`config.mk`:
```
export PLATFORM = sky130hd
export DESIGN_NAME = id_binding_move_to_front_table_flat
export DESIGN_NICKNAME = d
export VERILOG_FILES = /design/src/rtl/ibmtf_pkg.sv /design/src/rtl/ibmtf_if.sv /design/src/rtl/ibmtf_cell.sv /design/src/rtl/id_binding_move_to_front_table.sv /design/src/flat_wrapper.sv
export SDC_FILE = /design/constraint.sdc
export NUM_CORES = 2
export LEC_CHECK = 0
export BUFFER_PORTS_ARGS = -buffer_cell sky130_fd_sc_hd__buf_2
export CORE_ASPECT_RATIO = 1.5
export CORE_UTILIZATION = 45
export DETAILED_ROUTE_END_ITERATION = 8
export PLACE_DENSITY = 0.68
export SKIP_LAST_GASP = 1
export SYNTH_ARGS = -nofsm -noshare
export SYNTH_HDL_FRONTEND = slang
export SYNTH_SLANG_ARGS = --single-unit
```
`constraint.sdc`:
```
create_clock -name clk -period 3.56 [get_ports clk]
set_input_delay 0 -clock clk [delete_from_list [all_inputs] [get_ports clk]]
set_output_delay 0 -clock clk [all_outputs]
set_load 0.02 [all_outputs]
```
`src/rtl/ibmtf_pkg.sv`:
```
// ----------------------------------------------------------------------------
// ibmtf_pkg: shared definitions for the identifier binding table
// Opcodes, status codes, activation states, default sizes and the control
// bundle that the top level sends to every table cell.
// ----------------------------------------------------------------------------
`default_nettype none

package ibmtf_pkg;

    localparam int ENTRIES_DEF   = 8;
    localparam int KEY_BYTES_DEF = 8;

    // Field widths of the channels
    localparam int OPCODE_W = 2;
    localparam int KEY_IN_W = 64;
    localparam int LEN_W    = 4;
    localparam int ACT_W    = 2;
    localparam int SLOT_W   = 3;
    localparam int STATUS_W = 3;

    // Operations
    localparam logic [OPCODE_W-1:0] OP_CHECK = 2'd0;
    localparam logic [OPCODE_W-1:0] OP_CLEAR = 2'd1;
    localparam logic [OPCODE_W-1:0] OP_LOAD  = 2'd2;
    localparam logic [OPCODE_W-1:0] OP_ACK   = 2'd3;

    // Activation states; only activation and retrofit allow a rematch.
    localparam logic [ACT_W-1:0] ACT_SIG_FAIL   = 2'd0;
    localparam logic [ACT_W-1:0] ACT_ACTIVATION = 2'd1;
    localparam logic [ACT_W-1:0] ACT_RETROFIT   = 2'd2;
    localparam logic [ACT_W-1:0] ACT_OTHER      = 2'd3;

    // Result status codes
    localparam logic [STATUS_W-1:0] ST_PASS      = 3'd0;
    localparam logic [STATUS_W-1:0] ST_NN        = 3'd1;
    localparam logic [STATUS_W-1:0] ST_OBD       = 3'd2;
    localparam logic [STATUS_W-1:0] ST_OBT       = 3'd3;
    localparam logic [STATUS_W-1:0] ST_UNMATCH   = 3'd4;
    localparam logic [STATUS_W-1:0] ST_UNCHANGED = 3'd5;
    localparam logic [STATUS_W-1:0] ST_IGNORED   = 3'd6;

    // Per-cell control: clear wins over write, write over shift.
    typedef struct packed {
        logic compare;
        logic clear;
        logic write;
        logic shift;
    } cell_ctl_t;

endpackage

`default_nettype wire

```
`src/rtl/ibmtf_if.sv`:
```
// ----------------------------------------------------------------------------
// ibmtf_if: channel interfaces of the identifier binding table
// Request, response and configuration channels, each with valid/ready and
// its payload, seen from a source and a sink.
// ----------------------------------------------------------------------------
`default_nettype none

interface ibmtf_req_if;
    logic        valid;
    logic        ready;
    logic [1:0]  opcode;
    logic [63:0] key_bytes;
    logic [3:0]  key_len;
    logic [1:0]  boot_state;
    logic        battery_spare;
    logic        batt_rematch;
    logic [2:0]  entry_index;
    logic        load_version_current;

    modport source (
        output valid, opcode, key_bytes, key_len, boot_state, battery_spare,
               batt_rematch, entry_index, load_version_current,
        input  ready
    );
    modport sink (
        input  valid, opcode, key_bytes, key_len, boot_state, battery_spare,
               batt_rematch, entry_index, load_version_current,
        output ready
    );
endinterface

interface ibmtf_rsp_if;
    logic       valid;
    logic       ready;
    logic [2:0] status;
    logic [2:0] hit_index;
    logic       update_pending;

    modport source (
        output valid, status, hit_index, update_pending,
        input  ready
    );
    modport sink (
        input  valid, status, hit_index, update_pending,
        output ready
    );
endinterface

interface ibmtf_cfg_if;
    logic valid;
    logic ready;
    logic data;

    modport source (
        output valid, data,
        input  ready
    );
    modport sink (
        input  valid, data,
        output ready
    );
endinterface

`default_nettype wire

```
`src/rtl/ibmtf_cell.sv`:
```
// ----------------------------------------------------------------------------
// ibmtf_cell: one slot of the binding table
// Holds one key, takes its upper neighbor's key on a shift, and registers
// the result of a masked compare against the broadcast key.
// ----------------------------------------------------------------------------
`default_nettype none

module ibmtf_cell #(
    parameter int KEY_W = 64
) (
    input  wire                  clk,
    input  wire                  rst_n,
    input  ibmtf_pkg::cell_ctl_t ctl,
    input  wire [KEY_W-1:0]      wr_data,
    input  wire [KEY_W-1:0]      prev_key,
    input  wire [KEY_W-1:0]      cmp_key,
    input  wire [KEY_W-1:0]      cmp_mask,
    output logic [KEY_W-1:0]     key,
    output logic                 match
);
    import ibmtf_pkg::*;

    logic [KEY_W-1:0] key_reg;
    logic             match_reg;

    always_ff @(posedge clk or negedge rst_n)
    begin
        if (!rst_n)
        begin
            key_reg   <= '0;
            match_reg <= 1'b0;
        end
        else
        begin
            if (ctl.clear)
                key_reg <= '0;
            else if (ctl.write)
                key_reg <= wr_data;
            else if (ctl.shift)
                key_reg <= prev_key;

            if (ctl.compare)
                match_reg <= ((key_reg ^ cmp_key) & cmp_mask) == '0;
        end
    end

    assign key   = key_reg;
    assign match = match_reg;

endmodule

`default_nettype wire

```
`src/rtl/id_binding_move_to_front_table.sv`:
```
// ----------------------------------------------------------------------------
// id_binding_move_to_front_table: move-to-front table of bound identifiers
// Checks keys against a most-recent-first table of cells and keeps it up to
// date, with clear, load and write-back acknowledge operations.
// ----------------------------------------------------------------------------
// Usage:
// Items arrive on the req channel and each one gives exactly one result on
// the rsp channel; a transfer happens on a clock edge where valid and ready
// are both high. The cfg channel writes board_is_new and is always ready;
// write it only while no item is in flight.
// An item passes the accept edge, a compare step in which every cell
// registers its masked compare, and a decide step in which the first hit is
// picked and the row of cells shifts or loads. The result is registered as
// the decide step ends, and req.ready returns in the same cycle in which the
// result becomes valid, so a new item is taken only once the last one has
// been decided; the compare register in the cells and the decide step set that pace.
// The result sits in an output register; while rsp.ready is low a new item
// can still be accepted and compared, and its decide step waits until the
// held result has been transferred.
// Reset clears all slots to zero, marks the version current, clears the
// write-back flag and sets board_is_new. No clearing pass is needed.
// ----------------------------------------------------------------------------
`default_nettype none

module id_binding_move_to_front_table #(
    parameter int ENTRIES   = ibmtf_pkg::ENTRIES_DEF,
    parameter int KEY_BYTES = ibmtf_pkg::KEY_BYTES_DEF
) (
    input  wire         clk,
    input  wire         rst_n,
    ibmtf_req_if.sink   req,
    ibmtf_rsp_if.source rsp,
    ibmtf_cfg_if.sink   cfg
);
    import ibmtf_pkg::*;

    localparam int KEY_W = KEY_BYTES * 8;
    localparam int IDX_W = $clog2(ENTRIES);

    typedef enum logic [1:0] {
        S_IDLE,
        S_CMP,
        S_DECIDE
    } state_t;

    state_t state_reg;

    // Captured item
    logic [OPCODE_W-1:0] op_reg;
    logic [KEY_IN_W-1:0] key_reg;
    logic [LEN_W-1:0]    len_reg;
    logic [ACT_W-1:0]    act_reg;
    logic                spare_reg;
    logic                remat_reg;
    logic [SLOT_W-1:0]   idx_reg;
    logic                lvc_reg;

    logic ver_reg;
    logic wbp_reg;
    logic board_new_reg;

    logic                rsp_valid_reg;
    logic [STATUS_W-1:0] status_reg;
    logic [SLOT_W-1:0]   hit_reg;
    logic                upd_reg;

    // Cell row
    logic [KEY_W-1:0] keys [ENTRIES];
    logic [KEY_W-1:0] prev [ENTRIES];
    logic [ENTRIES-1:0] match_vec;
    cell_ctl_t          ctl [ENTRIES];

    logic [KEY_W-1:0]    mask;
    logic [KEY_W-1:0]    wr_data;
    logic                ignored;
    logic                any_hit;
    logic [IDX_W-1:0]    hit_pos;
    logic [KEY_W-1:0]    sel;
    logic                out_free;
    logic                commit;
    logic                miss_bit;
    logic [STATUS_W-1:0] status_next;
    logic [SLOT_W-1:0]   hit_next;
    logic                ver_next;
    logic                wbp_next;

    assign out_free = !rsp_valid_reg || rsp.ready;
    assign commit   = (state_reg == S_DECIDE) && out_free;

    always_comb
    begin
        for (int b = 0; b < KEY_BYTES; b++)
            mask[b*8 +: 8] = {8{int'(len_reg) > b}};
        ignored = int'(len_reg) > KEY_BYTES;

        // The first matching slot wins.
        any_hit = 1'b0;
        hit_pos = '0;
        for (int k = ENTRIES - 1; k >= 0; k--)
        begin
            if (match_vec[k])
            begin
                any_hit = 1'b1;
                hit_pos = IDX_W'(k);
            end
        end
        sel = keys[hit_pos];

        prev[0] = '0;
        for (int k = 1; k < ENTRIES; k++)
            prev[k] = keys[k-1];
    end

    always_comb
    begin
        status_next = ST_UNCHANGED;
        hit_next    = '0;
        ver_next    = ver_reg;
        wbp_next    = wbp_reg;
        wr_data     = '0;
        miss_bit    = (act_reg == ACT_ACTIVATION) ? spare_reg : remat_reg;
        for (int k = 0; k < ENTRIES; k++)
            ctl[k] = '0;

        unique case (op_reg)
            OP_CHECK:
            begin
                if (ignored)
                    status_next = ST_IGNORED;
                else if (any_hit)
                begin
                    status_next = ST_PASS;
                    hit_next    = SLOT_W'(hit_pos);
                    if (hit_pos != '0 || !ver_reg)
                    begin
                        // Move the hit entry to the head.
                        ver_next      = 1'b1;
                        wbp_next      = 1'b1;
                        wr_data       = sel;
                        ctl[0].write = 1'b1;
                        for (int k = 1; k < ENTRIES; k++)
                            ctl[k].shift = IDX_W'(k) <= hit_pos;
                    end
                end
                else if (act_reg == ACT_ACTIVATION || act_reg == ACT_RETROFIT)
                begin
                    if (miss_bit && board_new_reg)
                        status_next = ST_NN;
                    else if (miss_bit)
                        status_next = ST_OBD;
                    else if (board_new_reg)
                        status_next = ST_OBT;
                    else
                        status_next = ST_UNMATCH;

                    if (miss_bit || board_new_reg)
                    begin
                        // Rematch: push the row down and merge the key bytes
                        // into the old head value.
                        ver_next      = 1'b1;
                        wbp_next      = 1'b1;
                        wr_data       = (keys[0] & ~mask) | (key_reg[KEY_W-1:0] & mask);
                        ctl[0].write = 1'b1;
                        for (int k = 1; k < ENTRIES; k++)
                            ctl[k].shift = 1'b1;
                    end
                end
            end
            OP_CLEAR:
            begin
                ver_next = 1'b1;
                wbp_next = 1'b1;
                for (int k = 0; k < ENTRIES; k++)
                    ctl[k].clear = 1'b1;
            end
            OP_LOAD:
            begin
                if (int'(idx_reg) < ENTRIES)
                begin
                    wr_data = key_reg[KEY_W-1:0];
                    for (int k = 0; k < ENTRIES; k++)
                        ctl[k].write = int'(idx_reg) == k;
                    if (idx_reg == '0)
                        ver_next = lvc_reg;
                end
            end
            OP_ACK:
            begin
                wbp_next = 1'b0;
            end
            default:
            begin
                status_next = ST_UNCHANGED;
            end
        endcase

        for (int k = 0; k < ENTRIES; k++)
        begin
            ctl[k].clear   = ctl[k].clear & commit;
            ctl[k].write   = ctl[k].write & commit;
            ctl[k].shift   = ctl[k].shift & commit;
            ctl[k].compare = state_reg == S_CMP;
        end
    end

    for (genvar g = 0; g < ENTRIES; g++)
    begin : g_cell
        ibmtf_cell #(
            .KEY_W (KEY_W)
        ) u_cell (
            .clk      (clk),
            .rst_n    (rst_n),
            .ctl      (ctl[g]),
            .wr_data  (wr_data),
            .prev_key (prev[g]),
            .cmp_key  (key_reg[KEY_W-1:0]),
            .cmp_mask (mask),
            .key      (keys[g]),
            .match    (match_vec[g])
        );
    end

    always_ff @(posedge clk or negedge rst_n)
    begin
        if (!rst_n)
        begin
            state_reg     <= S_IDLE;
            ver_reg       <= 1'b1;
            wbp_reg       <= 1'b0;
            board_new_reg <= 1'b1;
            rsp_valid_reg <= 1'b0;
            status_reg    <= ST_UNCHANGED;
            hit_reg       <= '0;
            upd_reg       <= 1'b0;
            op_reg        <= OP_CHECK;
            key_reg       <= '0;
            len_reg       <= '0;
            act_reg       <= ACT_SIG_FAIL;
            spare_reg     <= 1'b0;
            remat_reg     <= 1'b0;
            idx_reg       <= '0;
            lvc_reg       <= 1'b0;
        end
        else
        begin
            if (cfg.valid)
                board_new_reg <= cfg.data;

            // A new result takes the output register in the cycle it frees.
            if (commit)
                rsp_valid_reg <= 1'b1;
            else if (rsp.ready)
                rsp_valid_reg <= 1'b0;

            unique case (state_reg)
                S_IDLE:
                begin
                    if (req.valid)
                    begin
                        op_reg    <= req.opcode;
                        key_reg   <= req.key_bytes;
                        len_reg   <= req.key_len;
                        act_reg   <= req.boot_state;
                        spare_reg <= req.battery_spare;
                        remat_reg <= req.batt_rematch;
                        idx_reg   <= req.entry_index;
                        lvc_reg   <= req.load_version_current;
                        state_reg <= S_CMP;
                    end
                end
                S_CMP:
                begin
                    state_reg <= S_DECIDE;
                end
                S_DECIDE:
                begin
                    if (out_free)
                    begin
                        ver_reg    <= ver_next;
                        wbp_reg    <= wbp_next;
                        status_reg <= status_next;
                        hit_reg    <= hit_next;
                        upd_reg    <= wbp_next;
                        state_reg  <= S_IDLE;
                    end
                end
                default:
                begin
                    state_reg <= S_IDLE;
                end
            endcase
        end
    end

    assign req.ready          = state_reg == S_IDLE;
    assign cfg.ready          = 1'b1;
    assign rsp.valid          = rsp_valid_reg;
    assign rsp.status         = status_reg;
    assign rsp.hit_index      = hit_reg;
    assign rsp.update_pending = upd_reg;

`ifndef SYNTHESIS
    // A move to front leaves the hit entry at the head.
    a_move_to_head: assert property (@(posedge clk) disable iff (!rst_n)
        (commit && op_reg == OP_CHECK && !ignored && any_hit
            && (hit_pos != '0 || !ver_reg))
        |=> keys[0] == $past(sel))
        else $error("hit entry not moved to the head");

    // The reported write-back flag is the one the table now holds.
    a_update_flag: assert property (@(posedge clk) disable iff (!rst_n)
        commit |=> rsp.valid && rsp.update_pending == wbp_reg)
        else $error("update_pending disagrees with the write-back flag");

    // A clear empties both ends of the row.
    a_clear_row: assert property (@(posedge clk) disable iff (!rst_n)
        (commit && op_reg == OP_CLEAR)
        |=> keys[0] == '0 && keys[ENTRIES-1] == '0 && ver_reg)
        else $error("clear left a slot or the version stale");
`endif

endmodule

`default_nettype wire
```
`src/flat_wrapper.sv`:
```
// flat-port wrapper written by rule: the top's interface ports become plain ports
module id_binding_move_to_front_table_flat import ibmtf_pkg::*;
#(
    parameter int ENTRIES   = ibmtf_pkg::ENTRIES_DEF,
    parameter int KEY_BYTES = ibmtf_pkg::KEY_BYTES_DEF
)
  (clk, rst_n, req_valid, req_opcode, req_key_bytes, req_key_len, req_boot_state, req_battery_spare, req_batt_rematch, req_entry_index, req_load_version_current, req_ready, rsp_valid, rsp_status, rsp_hit_index, rsp_update_pending, rsp_ready, cfg_valid, cfg_data, cfg_ready);
  ibmtf_req_if req_i ();
  ibmtf_rsp_if rsp_i ();
  ibmtf_cfg_if cfg_i ();
  input  wire clk;
  input  wire rst_n;
  input wire logic [$bits(req_i.valid)-1:0] req_valid;
  input wire logic [$bits(req_i.opcode)-1:0] req_opcode;
  input wire logic [$bits(req_i.key_bytes)-1:0] req_key_bytes;
  input wire logic [$bits(req_i.key_len)-1:0] req_key_len;
  input wire logic [$bits(req_i.boot_state)-1:0] req_boot_state;
  input wire logic [$bits(req_i.battery_spare)-1:0] req_battery_spare;
  input wire logic [$bits(req_i.batt_rematch)-1:0] req_batt_rematch;
  input wire logic [$bits(req_i.entry_index)-1:0] req_entry_index;
  input wire logic [$bits(req_i.load_version_current)-1:0] req_load_version_current;
  output wire logic [$bits(req_i.ready)-1:0] req_ready;
  output wire logic [$bits(rsp_i.valid)-1:0] rsp_valid;
  output wire logic [$bits(rsp_i.status)-1:0] rsp_status;
  output wire logic [$bits(rsp_i.hit_index)-1:0] rsp_hit_index;
  output wire logic [$bits(rsp_i.update_pending)-1:0] rsp_update_pending;
  input wire logic [$bits(rsp_i.ready)-1:0] rsp_ready;
  input wire logic [$bits(cfg_i.valid)-1:0] cfg_valid;
  input wire logic [$bits(cfg_i.data)-1:0] cfg_data;
  output wire logic [$bits(cfg_i.ready)-1:0] cfg_ready;
  assign req_i.valid = req_valid;
  assign req_i.opcode = req_opcode;
  assign req_i.key_bytes = req_key_bytes;
  assign req_i.key_len = req_key_len;
  assign req_i.boot_state = req_boot_state;
  assign req_i.battery_spare = req_battery_spare;
  assign req_i.batt_rematch = req_batt_rematch;
  assign req_i.entry_index = req_entry_index;
  assign req_i.load_version_current = req_load_version_current;
  assign req_ready = req_i.ready;
  assign rsp_valid = rsp_i.valid;
  assign rsp_status = rsp_i.status;
  assign rsp_hit_index = rsp_i.hit_index;
  assign rsp_update_pending = rsp_i.update_pending;
  assign rsp_i.ready = rsp_ready;
  assign cfg_i.valid = cfg_valid;
  assign cfg_i.data = cfg_data;
  assign cfg_ready = cfg_i.ready;
  id_binding_move_to_front_table #(.ENTRIES(ENTRIES), .KEY_BYTES(KEY_BYTES)) u_core (.clk(clk), .rst_n(rst_n), .req(req_i), .rsp(rsp_i), .cfg(cfg_i));
endmodule
```
==> metrics <==
RSZ-0062 raised after global routing=no; die area=0.0867 mm2; run status=finished clean; CP bufs+invs=2; Die X=approximately 240 um; crit path kind=reg2reg; Largest register FFs=512; critical path arrival=around 3.9 ns; register area share after synthesis=about two fifths; Yosys cell types=79; DRC=0; RD Place Congestion=about 1.0; flip-flop and latch area=0.0153 mm2; worst path required time=4.08 ns; worst slew pin tran=1.38 ns; min cycle time layout=3.35 ns; Largest delay share family, worst path=compound AO/OA/AOI/OAI gates; post-synthesis cell area=0.0385 mm2; FILL cells=7928; CP max stage delay=between 0.8 and 0.9 ns; WL final=181000 um; Crit Path Max Fanout=7; H-tree Lvls=3; CTS root buf=clkbuf_16; Post-CTS Setup Inserts=0; initial antenna violation count=10; Routed WL per cell=32.6 um; PnR worst setup slack=0.210 ns; placed cells=5340; first-pass GRT wire length=about 260000 um; Rows=around 130; Peak VDD IR=0.000396 V; fmax=approximately 300 MHz; die height=around 360 um; startpoint types=flip-flop; ys async rst share=100%; Synth Register Bits=between 600 and 700; Syn. warnings=0; TritonCTS clock tree=done; Hold WC Path Type=in2reg; Final Hold Fails=0; clock slew at reported path FFs=around 0.06 ns; Pleak=18.7 nW; post-cts resize count=0; grt ovf=0; GRT Util Overall=41.2%; synthesized instance count=roughly 4300; via count=39121; vias in the first global route=37882; Core Region=about 0.085 mm2; Max Root-Sink Buffers=3; pin count of the biggest net entering global routing=111; share of layout cells above drive strength 1=13.5%; worst rel slew slack=8.08%; area growth from synthesis to layout=14.5%; Final HPWL DP=113000 um; mean area per synthesized cell=8.88 um2; DR vias/cell=7.05; Clock Skew=between 0.03 and 0.04 ns; I/O pin count=94; DRT Pass-1 Iters=9; pre-CTS worst setup slack=approximately 0.31 ns; post-route ant nets=0; net count reported at finish=4450; Post-Layout Cell Count=5547; Slew Limit Fails=0; CTS Buf Count=66; CP Cell Sequence=inv_1 -> ha_1 -> mux2i_1 -> ha_1 -> or2_2 -> buf_4 -> a21oi_1 -> a221oi_1 -> a311oi_1 -> a222oi_1 -> o22ai_1; Syn Nets=4419; Post-DP Area=0.0409 mm2; Final Cycle Share=94.1%; Main synth FF type=dfrtp_1; clk_lat worst skew=0.69 ns; clock sink count=610; final setup TNS=0 ns; initial detailed-routing violation count=6158; crit end category=flip-flop; # Max-Cap Violations=0; pwr dens=861 mW/mm2; final instance area=0.0440 mm2; Post-synth EDFFs=0; final core utilization=51.9%; starting density of the core=45.3%; Critical Path Most Common Cell=ha_1; final setup vio count=0; multi-input logic area=0.0216 mm2; port buffer count=92; CP max-delay cell=a222oi_1
-- through the flow --
stage          hold slack [ns]  power [mW]
6_report                0.0667        37.9
3_3_place_gp            0.0696        29.1
5_1_grt                 0.0964        39.1
4_1_cts                 0.0799        36.9
3_5_place_dp            0.0750        29.3
2_1_floorplan           -0.296        22.8
-- layout by cell type (no fill, tap or decap), types with 12 or more instances in the layout --
master,Yosys,routed
nand3_1,116,114
nor4_1,66,65
dfrtp_1,606,605
o221ai_1,23,23
nand2_1,301,295
nor2_4,0,12
mux2_2,106,106
o31ai_1,38,37
o21ai_0,219,219
mux2i_1,117,117
dlygate4sd3_1,0,83
clkbuf_16,0,71
xnor2_1,272,272
a2111oi_0,12,12
nor3_1,48,46
o22ai_1,233,233
and3_1,99,98
a221oi_1,52,52
a31oi_1,55,54
inv_1,32,32
a22oi_1,57,57
a222oi_1,24,24
buf_4,9,173
o21ai_1,17,14
a211oi_1,94,94
buf_12,0,35
a221o_1,47,47
a21oi_1,409,407
o211ai_1,18,18
xor2_1,240,240
nand2b_1,17,14
clkbuf_8,0,12
nand4_1,74,74
buf_2,86,91
clkbuf_1,251,13
a21o_1,27,27
clkinv_2,0,12
nor2_1,317,305
-- worst reg2reg max path, cell delays in order, from the launching register on --
cell and delay, ns:
dfrtp_1 0.37, inv_1 0.07, ha_1 0.16, mux2i_1 0.32, ha_1 0.24, or2_2 0.31
buf_4 0.21, a21oi_1 0.08, a221oi_1 0.32, a311oi_1 0.08, a222oi_1 0.85, o22ai_1 0.19
-- report_power, final --
group | total (mW) | internal (mW) | switching, mW
logic | 16.4 | 6.53 | 9.84
clock network | 7.54 | 4.33 | 3.21
registers | 14.0 | 9.41 | 4.58
total | 37.9 | 20.3 | 17.6
-- synth_stat cells (32+ instances only) --
cell | instances | area, um2
clkbuf_1 | 251 | 942
nand2_1 | 301 | 1130
mux2_2 | 106 | 1190
dfrtp_1 | 606 | 15200
a211oi_1 | 94 | 706
mux2i_1 | 117 | 1170
xor2_1 | 240 | 2100
nor2_1 | 317 | 1190
o22ai_1 | 233 | 1460
xnor2_1 | 272 | 2380
nand4_1 | 74 | 463
buf_2 | 86 | 430
o31ai_1 | 38 | 285
nor3_1 | 48 | 240
o21ai_0 | 219 | 1100
a221oi_1 | 52 | 455
nand3_1 | 116 | 581
nor4_1 | 66 | 413
a21oi_1 | 409 | 2050
inv_1 | 32 | 120
a31oi_1 | 55 | 344
a221o_1 | 47 | 470
buf_1 | 70 | 263
a22oi_1 | 57 | 428
and3_1 | 99 | 619
-- routing by layer --
| metal | global-route usage [%] | wire, um |
|---|---|---|
| met1 | 49.1 | 62800 |
| met2 | 61.2 | 79600 |
| met3 | 11.7 | 21200 |
| met4 | 33.7 | 17000 |
| met5 | 0.629 | 159 |
-- path summary, 6_finish.rpt --
path                                                startpoint                                          end  slack (ns)  cells past startpoint
min in group asynchronous                                rst_n  u_core.g_cell[0].u_cell.key[37]$_DFFE_PN0P_        0.39                      3
max reg2reg                      u_core.act_reg[1]$_DFFE_PN0P_  u_core.g_cell[6].u_cell.key[32]$_DFFE_PN0P_        0.21                     11
min reg2reg                u_core.rsp.hit_index[2]$_DFFE_PN0P_          u_core.rsp.hit_index[2]$_DFFE_PN0P_        0.49                      2
min                                                  req_valid                 u_core.op_reg[1]$_DFFE_PN0P_        0.07                      3
max in group asynchronous                                rst_n             u_core.rsp.status[0]$_DFFE_PN1P_        2.09                      5
max                              u_core.act_reg[1]$_DFFE_PN0P_  u_core.g_cell[6].u_cell.key[32]$_DFFE_PN0P_        0.21                     11
-- layout make-up --
class	instances	area share [%]
flip-flops and latches	610	34.7
multi-input cells	3267	49.1
repair buffers	384	7.56
diodes	4	0.0227
inverters	33	0.281
clock inverters	23	0.639
well taps	1130	3.21
clock buffers	96	4.52
-- what timing repair did --
action	4_1_cts	5_1_grt
endpoints found under the hold margin	341	0
hold buffers	84	0
endpoints found under the setup margin	0	0
-- logic make-up after synthesis --
family | synth area share (%)
flip-flops | 39.7
multiplexers | 6.15
AO/OA/AOI/OAI | 23.9
other | 0.00975
buffers and inverters | 4.89
AND/OR/NAND/NOR | 13.6
XOR/XNOR | 11.7
adder cells (fa/ha/maj) | 0.130
(Power assumes the default switching activity.)
